File: config.mk
export PLATFORM = sky130hd
export DESIGN_NAME = code39_barcode_element_encoder
export DESIGN_NICKNAME = d
export VERILOG_FILES = /design/src/hdl/c39_pkg.sv /design/src/hdl/c39_seq.sv /design/src/hdl/c39_dp.sv /design/src/hdl/code39_barcode_element_encoder.sv
export VERILOG_INCLUDE_DIRS = /design/src /design/src/hdl
export SDC_FILE = /design/constraint.sdc
export NUM_CORES = 1
export LEC_CHECK = 0
export BUFFER_PORTS_ARGS = -buffer_cell sky130_fd_sc_hd__buf_2
export CAP_MARGIN = 20
export CORE_ASPECT_RATIO = 1.5
export CORE_MARGIN = 2
export CORE_UTILIZATION = 25
export DETAILED_ROUTE_END_ITERATION = 10
export SLEW_MARGIN = 20
export SYNTH_ARGS = -nofsm -noshare
export SYNTH_HDL_FRONTEND = slang
export SYNTH_SLANG_ARGS = --single-unit
File: constraint.sdc
create_clock -name clk -period 3.37 [get_ports clk]
set_clock_uncertainty 0.1 [all_clocks]
set_input_delay 0.674 -clock clk [delete_from_list [all_inputs] [get_ports clk]]
set_output_delay 0.674 -clock clk [all_outputs]
set_load 0.02 [all_outputs]
File: src/hdl/code39_barcode_element_encoder_macros.svh
// Assertion macros for the Code 39 element encoder.
// Used by the top level; needs clk and rst_n in scope.
`ifndef CODE39_BARCODE_ELEMENT_ENCODER_MACROS_SVH
`define CODE39_BARCODE_ELEMENT_ENCODER_MACROS_SVH

// Same-cycle implication, disabled during reset.
`define C39_ASSERT_IMPL(lbl, ante, cons) \
    lbl: assert property (@(posedge clk) disable iff (!rst_n) (ante) |-> (cons)) \
        else $error("c39 check failed");

// Next-cycle implication, disabled during reset.
`define C39_ASSERT_NEXT(lbl, ante, cons) \
    lbl: assert property (@(posedge clk) disable iff (!rst_n) (ante) |=> (cons)) \
        else $error("c39 check failed");

`endif

File: src/hdl/c39_pkg.sv
// Shared types, microcode table and symbol table for the Code 39 encoder.
// No dependencies.
package c39_pkg;

    localparam logic [8:0] STAR_PAT      = 9'h094;
    localparam logic [4:0] QUIET_SPLIT_MAX = 5'd17;
    localparam logic [4:0] PAT_LEN       = 5'd9;

    // register indexes on the APB port (paddr[2])
    localparam logic REG_MODULE_PX = 1'b0;
    localparam logic REG_QUIET_LEN = 1'b1;

    typedef struct packed {
        logic [7:0] symbol;
        logic       end_of_message;
    } sym_word_t;

    typedef struct packed {
        logic       is_bar;
        logic       is_wide;
        logic [9:0] width_px;
        logic       bad_symbol;
        logic       barcode_done;
        logic       last;
    } elem_word_t;

    // one element handed from sequencer to datapath
    typedef struct packed {
        logic valid;
        logic is_bar;
        logic is_wide;
        logic err;
        logic last;
        logic done;
    } emit_t;

    typedef enum logic [2:0] {
        K_NOP,
        K_QUIET,
        K_STAR,
        K_SYM,
        K_GAP,
        K_ERR,
        K_HALT
    } kind_t;

    typedef enum logic [2:0] {
        BR_NONE,
        BR_BAD,
        BR_OPEN,
        BR_NEOM,
        BR_ALWAYS
    } br_t;

    typedef enum logic [1:0] {
        L_NEVER,
        L_NEOM,
        L_QZERO,
        L_FINAL
    } last_sel_t;

    typedef struct packed {
        kind_t      kind;
        br_t        br_cond;
        logic [3:0] br_tgt;
        last_sel_t  last_sel;
    } ctrl_t;

    localparam logic [3:0] PC_ENTRY = 4'd0;
    localparam logic [3:0] PC_SYM   = 4'd5;
    localparam logic [3:0] PC_ERR   = 4'd9;
    localparam logic [3:0] PC_HALT  = 4'd10;

    // control store; PC_HALT doubles as the idle point
    function automatic ctrl_t c39_ucode(input logic [3:0] pc);
        ctrl_t c;
        c = '{kind: K_HALT, br_cond: BR_NONE, br_tgt: PC_HALT, last_sel: L_NEVER};
        case (pc)
            4'd0:    c = '{K_NOP,   BR_BAD,    PC_ERR,  L_NEVER};
            4'd1:    c = '{K_NOP,   BR_OPEN,   PC_SYM,  L_NEVER};
            4'd2:    c = '{K_QUIET, BR_NONE,   PC_HALT, L_NEVER};
            4'd3:    c = '{K_STAR,  BR_NONE,   PC_HALT, L_NEVER};
            4'd4:    c = '{K_GAP,   BR_NONE,   PC_HALT, L_NEVER};
            4'd5:    c = '{K_SYM,   BR_NONE,   PC_HALT, L_NEVER};
            4'd6:    c = '{K_GAP,   BR_NEOM,   PC_HALT, L_NEOM};
            4'd7:    c = '{K_STAR,  BR_NONE,   PC_HALT, L_QZERO};
            4'd8:    c = '{K_QUIET, BR_ALWAYS, PC_HALT, L_FINAL};
            4'd9:    c = '{K_ERR,   BR_ALWAYS, PC_HALT, L_FINAL};
            default: c = '{K_HALT,  BR_NONE,   PC_HALT, L_NEVER};
        endcase
        return c;
    endfunction

    // {known, wide mask}; first element in bit 8
    function automatic logic [9:0] c39_lookup(input logic [7:0] ch);
        logic [9:0] r;
        r = 10'h000;
        case (ch)
            8'h30:   r = {1'b1, 9'h034};
            8'h31:   r = {1'b1, 9'h121};
            8'h32:   r = {1'b1, 9'h061};
            8'h33:   r = {1'b1, 9'h160};
            8'h34:   r = {1'b1, 9'h031};
            8'h35:   r = {1'b1, 9'h130};
            8'h36:   r = {1'b1, 9'h070};
            8'h37:   r = {1'b1, 9'h025};
            8'h38:   r = {1'b1, 9'h124};
            8'h39:   r = {1'b1, 9'h064};
            8'h41:   r = {1'b1, 9'h109};
            8'h42:   r = {1'b1, 9'h049};
            8'h43:   r = {1'b1, 9'h148};
            8'h44:   r = {1'b1, 9'h019};
            8'h45:   r = {1'b1, 9'h118};
            8'h46:   r = {1'b1, 9'h058};
            8'h47:   r = {1'b1, 9'h00D};
            8'h48:   r = {1'b1, 9'h10C};
            8'h49:   r = {1'b1, 9'h04C};
            8'h4A:   r = {1'b1, 9'h01C};
            8'h4B:   r = {1'b1, 9'h103};
            8'h4C:   r = {1'b1, 9'h043};
            8'h4D:   r = {1'b1, 9'h142};
            8'h4E:   r = {1'b1, 9'h013};
            8'h4F:   r = {1'b1, 9'h112};
            8'h50:   r = {1'b1, 9'h052};
            8'h51:   r = {1'b1, 9'h007};
            8'h52:   r = {1'b1, 9'h106};
            8'h53:   r = {1'b1, 9'h046};
            8'h54:   r = {1'b1, 9'h016};
            8'h55:   r = {1'b1, 9'h181};
            8'h56:   r = {1'b1, 9'h0C1};
            8'h57:   r = {1'b1, 9'h1C0};
            8'h58:   r = {1'b1, 9'h091};
            8'h59:   r = {1'b1, 9'h190};
            8'h5A:   r = {1'b1, 9'h0D0};
            8'h2D:   r = {1'b1, 9'h085};
            8'h2E:   r = {1'b1, 9'h184};
            8'h20:   r = {1'b1, 9'h0C4};
            8'h24:   r = {1'b1, 9'h0A8};
            8'h2F:   r = {1'b1, 9'h0A2};
            8'h2B:   r = {1'b1, 9'h08A};
            8'h25:   r = {1'b1, 9'h02A};
            8'h2A:   r = {1'b1, STAR_PAT};
            default: r = 10'h000;
        endcase
        return r;
    endfunction

endpackage

File: src/hdl/c39_seq.sv
// Microcoded sequencer: step counter, element counter, input latch, message state.
// Depends on c39_pkg (control store, symbol table, emit_t).
module c39_seq import c39_pkg::*;
(
    input  logic       clk,
    input  logic       rst_n,
    input  logic       sym_valid,
    output logic       sym_ready,
    input  sym_word_t  sym_word,
    input  logic [4:0] quiet_len,
    input  logic       slot_free,
    output emit_t      emit
);

    logic [3:0] pc_reg, pc_next;
    logic [4:0] cnt_reg, cnt_next;
    logic       open_reg, open_next;
    logic       open_prev_reg;
    logic       bad_reg;
    logic       eom_reg;
    logic [8:0] pat_reg;
    logic [4:0] q_reg;

    ctrl_t      ctrl;
    logic [4:0] len;
    logic       idle;
    logic       final_elem;
    logic       step_done;
    logic       taken;
    logic       last_raw;
    logic [8:0] pat_sel;
    logic [8:0] pat_shift;
    logic [9:0] lk;
    logic       accept;

    assign ctrl   = c39_ucode(pc_reg);
    assign idle   = (pc_reg == PC_HALT);
    assign accept = sym_valid && sym_ready;
    assign sym_ready = idle;
    assign lk     = c39_lookup(sym_word.symbol);

    always_comb
    begin
        case (ctrl.kind)
            K_QUIET:       len = q_reg;
            K_STAR, K_SYM: len = PAT_LEN;
            K_GAP, K_ERR:  len = 5'd1;
            default:       len = 5'd0;
        endcase
    end

    always_comb
    begin
        case (ctrl.br_cond)
            BR_BAD:    taken = bad_reg;
            BR_OPEN:   taken = open_prev_reg;
            BR_NEOM:   taken = !eom_reg;
            BR_ALWAYS: taken = 1'b1;
            default:   taken = 1'b0;
        endcase
    end

    always_comb
    begin
        case (ctrl.last_sel)
            L_NEOM:  last_raw = !eom_reg;
            L_QZERO: last_raw = (q_reg == 5'd0);
            L_FINAL: last_raw = 1'b1;
            default: last_raw = 1'b0;
        endcase
    end

    assign final_elem = (cnt_reg == (len - 5'd1));
    assign step_done  = (len == 5'd0) || (slot_free && final_elem);
    assign pat_sel    = (ctrl.kind == K_STAR) ? STAR_PAT : pat_reg;
    assign pat_shift  = pat_sel << cnt_reg[3:0];

    always_comb
    begin
        emit.valid   = !idle && (len != 5'd0) && slot_free;
        emit.err     = (ctrl.kind == K_ERR);
        emit.is_bar  = ((ctrl.kind == K_STAR) || (ctrl.kind == K_SYM)) && !cnt_reg[0];
        emit.is_wide = ((ctrl.kind == K_STAR) || (ctrl.kind == K_SYM)) && pat_shift[8];
        emit.last    = last_raw && final_elem;
        emit.done    = last_raw && final_elem && eom_reg && (ctrl.kind != K_ERR);
    end

    always_comb
    begin
        pc_next   = pc_reg;
        cnt_next  = cnt_reg;
        open_next = open_reg;
        if (idle)
        begin
            if (accept)
            begin
                pc_next   = PC_ENTRY;
                cnt_next  = 5'd0;
                open_next = lk[9] && !sym_word.end_of_message;
            end
        end
        else if (step_done)
        begin
            cnt_next = 5'd0;
            pc_next  = taken ? ctrl.br_tgt : (pc_reg + 4'd1);
        end
        else if (emit.valid)
        begin
            cnt_next = cnt_reg + 5'd1;
        end
    end

    always_ff @(posedge clk or negedge rst_n)
    begin
        if (!rst_n)
        begin
            pc_reg   <= PC_HALT;
            cnt_reg  <= 5'd0;
            open_reg <= 1'b0;
        end
        else
        begin
            pc_reg   <= pc_next;
            cnt_reg  <= cnt_next;
            open_reg <= open_next;
        end
    end

    // item latch, payload only
    always_ff @(posedge clk)
    begin
        if (accept)
        begin
            open_prev_reg <= open_reg;
            bad_reg       <= !lk[9];
            eom_reg       <= sym_word.end_of_message;
            pat_reg       <= lk[8:0];
            if (!open_reg && sym_word.end_of_message && (quiet_len > QUIET_SPLIT_MAX))
                q_reg <= QUIET_SPLIT_MAX;
            else
                q_reg <= quiet_len;
        end
    end

endmodule

File: src/hdl/c39_dp.sv
// Element datapath: pixel width and the output word register.
// Depends on c39_pkg (emit_t, elem_word_t).
module c39_dp import c39_pkg::*;
(
    input  logic       clk,
    input  logic       rst_n,
    input  logic [7:0] module_px,
    input  emit_t      emit,
    output logic       slot_free,
    output logic       elem_valid,
    input  logic       elem_ready,
    output elem_word_t elem_word
);

    logic       valid_reg;
    elem_word_t word_reg;
    logic [9:0] wide_px;

    // 2m + m/2
    assign wide_px   = {1'b0, module_px, 1'b0} + {3'b000, module_px[7:1]};
    assign slot_free = !valid_reg || elem_ready;
    assign elem_valid = valid_reg;
    assign elem_word  = word_reg;

    always_ff @(posedge clk or negedge rst_n)
    begin
        if (!rst_n)
            valid_reg <= 1'b0;
        else if (emit.valid)
            valid_reg <= 1'b1;
        else if (elem_ready)
            valid_reg <= 1'b0;
    end

    always_ff @(posedge clk)
    begin
        if (emit.valid)
        begin
            word_reg.is_bar       <= emit.is_bar;
            word_reg.is_wide      <= emit.is_wide;
            word_reg.bad_symbol   <= emit.err;
            word_reg.barcode_done <= emit.done;
            word_reg.last         <= emit.last;
            if (emit.err)
                word_reg.width_px <= 10'd0;
            else if (emit.is_wide)
                word_reg.width_px <= wide_px;
            else
                word_reg.width_px <= {2'b00, module_px};
        end
    end

endmodule

File: src/hdl/code39_barcode_element_encoder.sv
// Top level of the Code 39 element encoder: APB registers, sequencer, datapath.
// Depends on c39_pkg, c39_seq, c39_dp and the assertion macro header.
//
//  channel | direction | handshake              | word
//  --------+-----------+------------------------+-----------------------------------
//  sym     | in        | sym_valid / sym_ready  | sym_word_t: symbol, end_of_message
//  elem    | out       | elem_valid / elem_ready| elem_word_t: one bar or space
//  apb     | in        | psel/penable, pready=1 | module_px @0x0, quiet_len @0x4
//
// Sequencing: a known character runs two dispatch steps and then its element
// steps, empty quiet zone steps included; the next item is accepted once idle.
// The sequencer issues one element per cycle from its control store while the
// elem output is not stalled. An unknown character issues one error element.
// Reset clears the step counter (to idle), message state and output valid;
// registers return to module_px=2, quiet_len=10. No clearing pass.
// A stall on elem holds the sequencer in place; sym_ready is high while idle.
`include "code39_barcode_element_encoder_macros.svh"

module code39_barcode_element_encoder import c39_pkg::*;
(
    input  logic        clk,
    input  logic        rst_n,
    // APB configuration
    input  logic        psel,
    input  logic        penable,
    input  logic        pwrite,
    input  logic [2:0]  paddr,
    input  logic [31:0] pwdata,
    output logic [31:0] prdata,
    output logic        pready,
    // character input
    input  logic        sym_valid,
    output logic        sym_ready,
    input  sym_word_t   sym_word,
    // element output
    output logic        elem_valid,
    input  logic        elem_ready,
    output elem_word_t  elem_word
);

    logic [7:0] module_px_reg;
    logic [4:0] quiet_len_reg;
    logic       cfg_wr;
    logic       slot_free;
    emit_t      emit;

    assign pready = 1'b1;
    assign cfg_wr = psel && penable && pwrite && pready;

    // registers decode on paddr[2] only
    always_ff @(posedge clk or negedge rst_n)
    begin
        if (!rst_n)
        begin
            module_px_reg <= 8'd2;
            quiet_len_reg <= 5'd10;
        end
        else if (cfg_wr)
        begin
            case (paddr[2])
                REG_MODULE_PX: module_px_reg <= pwdata[7:0];
                REG_QUIET_LEN: quiet_len_reg <= pwdata[4:0];
                default:       module_px_reg <= module_px_reg;
            endcase
        end
    end

    always_comb
    begin
        case (paddr[2])
            REG_MODULE_PX: prdata = {24'd0, module_px_reg};
            REG_QUIET_LEN: prdata = {27'd0, quiet_len_reg};
            default:       prdata = 32'd0;
        endcase
    end

    // step counter and control store walk the element program
    c39_seq u_seq
    (
        .clk       (clk),
        .rst_n     (rst_n),
        .sym_valid (sym_valid),
        .sym_ready (sym_ready),
        .sym_word  (sym_word),
        .quiet_len (quiet_len_reg),
        .slot_free (slot_free),
        .emit      (emit)
    );

    // width computation and the output register
    c39_dp u_dp
    (
        .clk        (clk),
        .rst_n      (rst_n),
        .module_px  (module_px_reg),
        .emit       (emit),
        .slot_free  (slot_free),
        .elem_valid (elem_valid),
        .elem_ready (elem_ready),
        .elem_word  (elem_word)
    );

    // no element issued while the sequencer sits idle
    `C39_ASSERT_IMPL(a_no_emit_idle, emit.valid, !sym_ready)
    // sequencer only issues into a free output slot
    `C39_ASSERT_IMPL(a_emit_slot, emit.valid, slot_free)
    // an accepted character always starts the program
    `C39_ASSERT_NEXT(a_busy_after_accept, sym_valid && sym_ready, !sym_ready)
    // error words are single, zero width, and never close a barcode
    `C39_ASSERT_IMPL(a_err_word, elem_valid && elem_word.bad_symbol,
        elem_word.last && (elem_word.width_px == 10'd0) && !elem_word.barcode_done)

endmodule

; Word-level counts from Yosys, hierarchy flattened
; Memories as Yosys holds them, arrays and structs flattened.
; Cells that the tools add are included.
[classes]
n_reduce_logical = 38
addsub = 4
muxes = 17
n_shift = 1
bitwise = 2
order_cmp = 1
n_eq_ne = 16
[ops]
columns = cell, n
row1 = 32-bit one-hot mux with 2 select lines, 1
row2 = 5-bit two-way mux, 4
row3 = 4-bit two-way mux, 4
row4 = 5-bit one-hot mux with 3 select lines, 1
row5 = 1-bit logical AND, 14
row6 = "3-bit by 2-bit equality test with 1-bit output, second input constant", 4
row7 = 9-bit by 7-bit adder with 10-bit output, 1
row8 = 5-bit logical NOT, 2
row9 = 10-bit two-way mux, 1
row10 = 2-bit AND reduction, 5
row11 = "3-bit equality test, second input constant", 3
row12 = 9-bit two-way mux, 1
row13 = 9-bit by 4-bit << shifter with 9-bit output, 1
row14 = 8-bit two-way mux, 1
row15 = 1-bit logical NOT, 7
row16 = "3-bit by 1-bit equality test with 1-bit output, second input constant", 2
row17 = 2-bit OR reduction, 3
row18 = "5-bit by 1-bit adder with 5-bit output, second input constant", 1
row19 = 5-bit equality test, 1
row20 = "5-bit > comparator, second input constant", 1
row21 = 5-bit nonzero test, 1
row22 = "5-bit by 1-bit subtractor with 5-bit output, second input constant", 1
row23 = "4-bit by 1-bit adder with 4-bit output, second input constant", 1
row24 = "2-bit equality test, second input constant", 2
row25 = 11 further kinds, 16
[word_totals]
mem_count = 2
romBits = 1472
output_inout_bits = 50
reg_bits = 56
[mem_list]
columns = memory, depth, word_bits, read_ports, rd_clocked_by_memory_dff, wr, line_no
row1 = (no name shown), 128, 10, 1, 0, 0, c39_pkg.sv:98  ; case (ch)
row2 = (no name shown), 16, 12, 1, 0, 0, c39_pkg.sv:78  ; case (pc)

; Longest topological paths before layout
; An unclocked memory read counts as a cell.
[logic_depth]
depth_word = 10
mapped_depth = 15
depth_no_buf = 15

; Cells and area by module
; From an unflattened synthesis, not the netlist that was laid out.
[hier_totals]
cells_unflattened = 491
hier_area_um2 = 4455.5
[modules_own_cells]
columns = mod, n_inst, seq_area_each_um2, cells_per_inst, area_per_inst_um2
row1 = c39_seq, 1, 763.2, 350, 2741.4
row2 = c39_dp, 1, 475.5, 77, 920.9
row3 = code39_barcode_element_encoder, 1, 329.1, 64, 793.3

; Worst setup path before layout
; Ideal clock, no wire load.
[synth_path]
path_kind = register to register
from = register u_seq.pc_reg[1]
to = register u_seq.pc_reg[0]
slack_ps = -270
required_time_ps = 3149
path_buffers = 1
stages_incl_launch_ff = 15
arrival_ps = 3419
cell_sequence = dfstp_2 inv_1 ha_1 and3_1 or3_1 buf_6 a21oi_1 ha_1 nor4b_1 a211oi_1 o31a_1 nor4_1 a21oi_1 nand2b_1 a22o_1
[synth_via]
elab_chain_len = 10
word_cells_on_any_way = 27
cone_classes = 1 x add/sub / 12 x eq/ne / 5 x mux / 8 x reduce/logical / 1 x memory
[synth_rtl]
columns = element, line_no
row1 = "start, declared", c39_seq.sv:15  ; logic [3:0] pc_reg, pc_next;
row2 = "start signal, assigned", c39_seq.sv:123  ; pc_reg <= pc_next;
row3 = memory read 16 x 12 bit, --
row4 = 3-bit equality test or 3-bit by 2-bit equality test with 1-bit output (tied branches), c39_seq.sv:44  ; case (ctrl.kind)
row5 = 2-bit OR reduction, c39_seq.sv:44
row6 = 5-bit one-hot mux with 3 select lines, c39_seq.sv:44
row7 = 5-bit by 1-bit subtractor with 5-bit output, c39_seq.sv:73  ; assign final_elem = (cnt_reg == (len - 5'd1));
row8 = 5-bit equality test, c39_seq.sv:73
row9 = 1-bit logical AND, c39_seq.sv:74  ; assign step_done = (len == 5'd0) || (slot_free && final_elem);
row10 = 1-bit logical OR, c39_seq.sv:74
row11 = 2-bit nonzero test (no source line), --
row12 = 2-bit AND reduction (no source line), --
; Parallel ways exist; a longest one is shown, timed or not. The select of a mux whose other input is x is not followed.
; A chain may end at the register's enable or synchronous reset.

; Final worst setup path
; Same ends and word-level chain as after synthesis.

==> impl_metrics.env <==
export IMPL_critPathMostFrequentCell="ha_4"
export IMPL_ys_ff_latch=56
export IMPL_rsz0062_at_grt="true"
export IMPL_rr_startpoint="u_seq.pc_reg[1]"
export IMPL_crit_type="reg -> reg"
export IMPL_hold_viol_final=0
export IMPL_grt_max_degree=30
export IMPL_cts_tree="built"
export IMPL_synth_edf_count=32
export IMPL_synth_area_leaders="edfxtp_1 (23%), dfrtp_1 (11%), ha_1 (6.0%)"
export IMPL_clk_path_buf_depth=2
export IMPL_p_leak_nw=2.18
export IMPL_num_antenna_cells=0
export IMPL_dp_worst_setup_slack_ps=-133
export IMPL_total_power_mw=4.55
export IMPL_layout_nets=599
export IMPL_num_rows=57
export IMPL_die_width_um=110
export IMPL_hp_class="in -> async"
export IMPL_synth_most_common_cell="nand2_1"
export IMPL_route_detailed_drc=0
export IMPL_critical_path_top_delay_family="compound AO/OA/AOI/OAI gates"
export IMPL_rr_worst_depth=14
export IMPL_synthFlopType="edfxtp_1"
export IMPL_final_min_clock_period_ps=3350
export IMPL_layout_setup_ws_ps=16.0
export IMPL_num_vias=3581
export IMPL_synth_async_reset_ratio_pct=42.9
export IMPL_path_clk_slew_ps=80
export IMPL_power_density_nw_per_um2=878
export IMPL_synth_seq_area_share_pct=37.5
export IMPL_synth_largest_area_cell="edfxtp_1"
export IMPL_ir_worst_vdd_uv=278
export IMPL_finalMaxSlewViolations=0
export IMPL_place_gp_congestion=0.943
export IMPL_slew_headroom_pct=59.2
export IMPL_synthTopCellsByCount="nand2_1 (47), o21ai_0 (34), edfxtp_1 (32)"
export IMPL_cap_violations=0
export IMPL_grt_antenna_before_repair=0
export IMPL_synthesis_area_um2=4180
export IMPL_tightest_slew_ps=613
export IMPL_largest_reg_flops=15
export IMPL_syn2layout_area_growth_pct=24.0
export IMPL_portBuffers=49
export IMPL_synthCells=456
export IMPL_critPathSlowestCell="dfstp_2"
export IMPL_cts_root_buf="clkbuf_16"
export IMPL_fp_dieH_um=162
export IMPL_io_pins=101
export IMPL_first_global_vias=3647
export IMPL_grt_pass1_wl_um=17700
export IMPL_drive_above_1_share_pct=29.9
export IMPL_start_kind="flop"
export IMPL_worstSetupEndpoint="u_seq.pc_reg[0]"
export IMPL_wl_per_cell_um=15.2
export IMPL_post_route_period_util_pct=99.5
export IMPL_die_area_um2=17800
export IMPL_cts_num_sinks=56
export IMPL_setup_viol=0
export IMPL_cts_made_buffers=5
export IMPL_reg2reg_setup_slack_ps=20
export IMPL_synth_top_cell_area_share_pct=23.0
export IMPL_reg2reg_to="u_seq.pc_reg[0]"
export IMPL_initial_core_util_pct=25.7
export IMPL_crit_path_max_fanout=5
export IMPL_grt_overflow_total=0
export IMPL_cts_hold_buf=0
export IMPL_vias_per_cell=4.88
export IMPL_syn_avg_cell_area_um2=9.17
export IMPL_status="finished, final reports clean"
export IMPL_insertion_delay_ps=310
export IMPL_arrival_ps=3450
export IMPL_yosysUniqueCellTypes=68
export IMPL_finalWirelength_um=11200
export IMPL_track_usage_pct=12.6
export IMPL_setup_worst_path_start="u_seq.pc_reg[1]"
export IMPL_dp_hpwl_um=8550
export IMPL_ys_warn_count=0
export IMPL_ant_nets=0
export IMPL_htreeDepth=2
export IMPL_crit_buf_inv=2
export IMPL_cp_num_cells=14
export IMPL_max_freq_mhz=298
export IMPL_setup_tns_ps=0
export IMPL_coreArea_um2=16300
export IMPL_required_ps=3470
export IMPL_drt_first_pass_iters=5
export IMPL_crit_chain="inv_2, ha_4, and3_4, or3_4, a21oi_4, ha_4, nor4b_4, o2111a_2, o31a_1, nor2_1, nand4_1, buf_6, o21ai_4, a22o_1"
export IMPL_critPathMaxStageDelay_ps=610
export IMPL_worst_setup_path_end_kind="flop"
export IMPL_drt_iter0_drc=220
-- how the worst min path moves through the flow --
stage | slack, ps | endpoint | startpoint
after floorplan | 280 | module_px_reg[0] | rst_n
after global placement | 350 | u_seq.open_prev_reg | u_seq.open_reg
after detailed placement | 360 | u_seq.open_prev_reg | u_seq.open_reg
after CTS | 290 | module_px_reg[6] | rst_n
after global routing | 320 | module_px_reg[6] | rst_n
final | 270 | module_px_reg[6] | rst_n
-- cells in the final DEF (no fill, tap or decap), drive strengths merged, types with 3 or more instances in the layout --
cell type,count
buf,90
o21bai,4
o22ai,3
a21oi,26
nor2b,13
o21ai,35
nor3,5
inv,23
nor2,31
a31oi,5
o211ai,7
nor4,4
nor3b,3
nand4,4
nand3,9
a22o,4
dfrtp,19
nand2,47
conb,25
xor2,3
o31ai,5
dfstp,5
nand2b,9
mux2i,10
a211oi,5
a22oi,4
nand3b,4
a21o,7
mux2,17
edfxtp,32
xnor2,10
ha,20
and2,4
clkbuf,5
-- final cells by class --
cell class / instances / area (µm²)
sequential: 56 / 1570
clock buffer: 5 / 125
inverter: 21 / 81.3
clock inverter: 3 / 26.3
multi-input combinational: 353 / 2550
fill: 1705 / 11100
timing repair buffer: 90 / 576
tap: 206 / 258
-- what timing repair did --
action / 4_1_cts / 5_1_grt
hold endpoints to repair: 0 / 0
setup endpoints to repair: 7 / 13
pin swaps: 15 / 18
buffers inserted: 10 / 0
gates resized for setup: 31 / 14
-- per-stage QoR --
stage	hold WS, ps	cells	area [µm²]	utilization, %
6_report	273	734	5180	31.9
5_1_grt	321	734	5180	31.9
4_1_cts	293	734	5110	31.5
3_5_place_dp	358	716	4740	29.1
3_3_place_gp	354	716	4740	29.1
2_1_floorplan	278	479	4310	-
-- kinds of logic (layout without fill, tap and decap cells) --
logic type | count (synthesis) | count (layout) | share of synthesized area [%]
and+or+nand+nor | 145 | 145 | 17.7
AOI/OAI and AO/OA | 122 | 122 | 19.2
buffers and inverters | 70 | 119 | 9.28
DFF | 56 | 56 | 37.5
muxes | 27 | 27 | 6.97
adders and majority gates | 21 | 21 | 6.47
xor gates and xnor gates | 13 | 13 | 2.72
other | 2 | 25 | 0.180
-- report_power, final --
| part | leakage (nW) | internal (mW) | switching, mW |
|---|---|---|---|
| registers | 0.592 | 0.998 | 0.158 |
| logic | 1.51 | 1.31 | 1.54 |
| clock network | 0.0762 | 0.283 | 0.259 |
-- worst reg2reg max path: cells and delay by family, from the launching register on --
family / cells / cell delay, ps
compound gates: 5 / 980
fa+ha+maj: 2 / 360
simple gates: 5 / 960
flops: 1 / 610
buf+inv: 2 / 220
-- metal layers --
metal	vias up	global-route usage (%)	wire length, µm
met5	-	0	0
met4	0	5.93	346
li1	1726	-	-
met2	116	23.7	6260
met3	27	2.08	484
met1	1712	13.3	4090
Power figures use the tool's default switching activity.
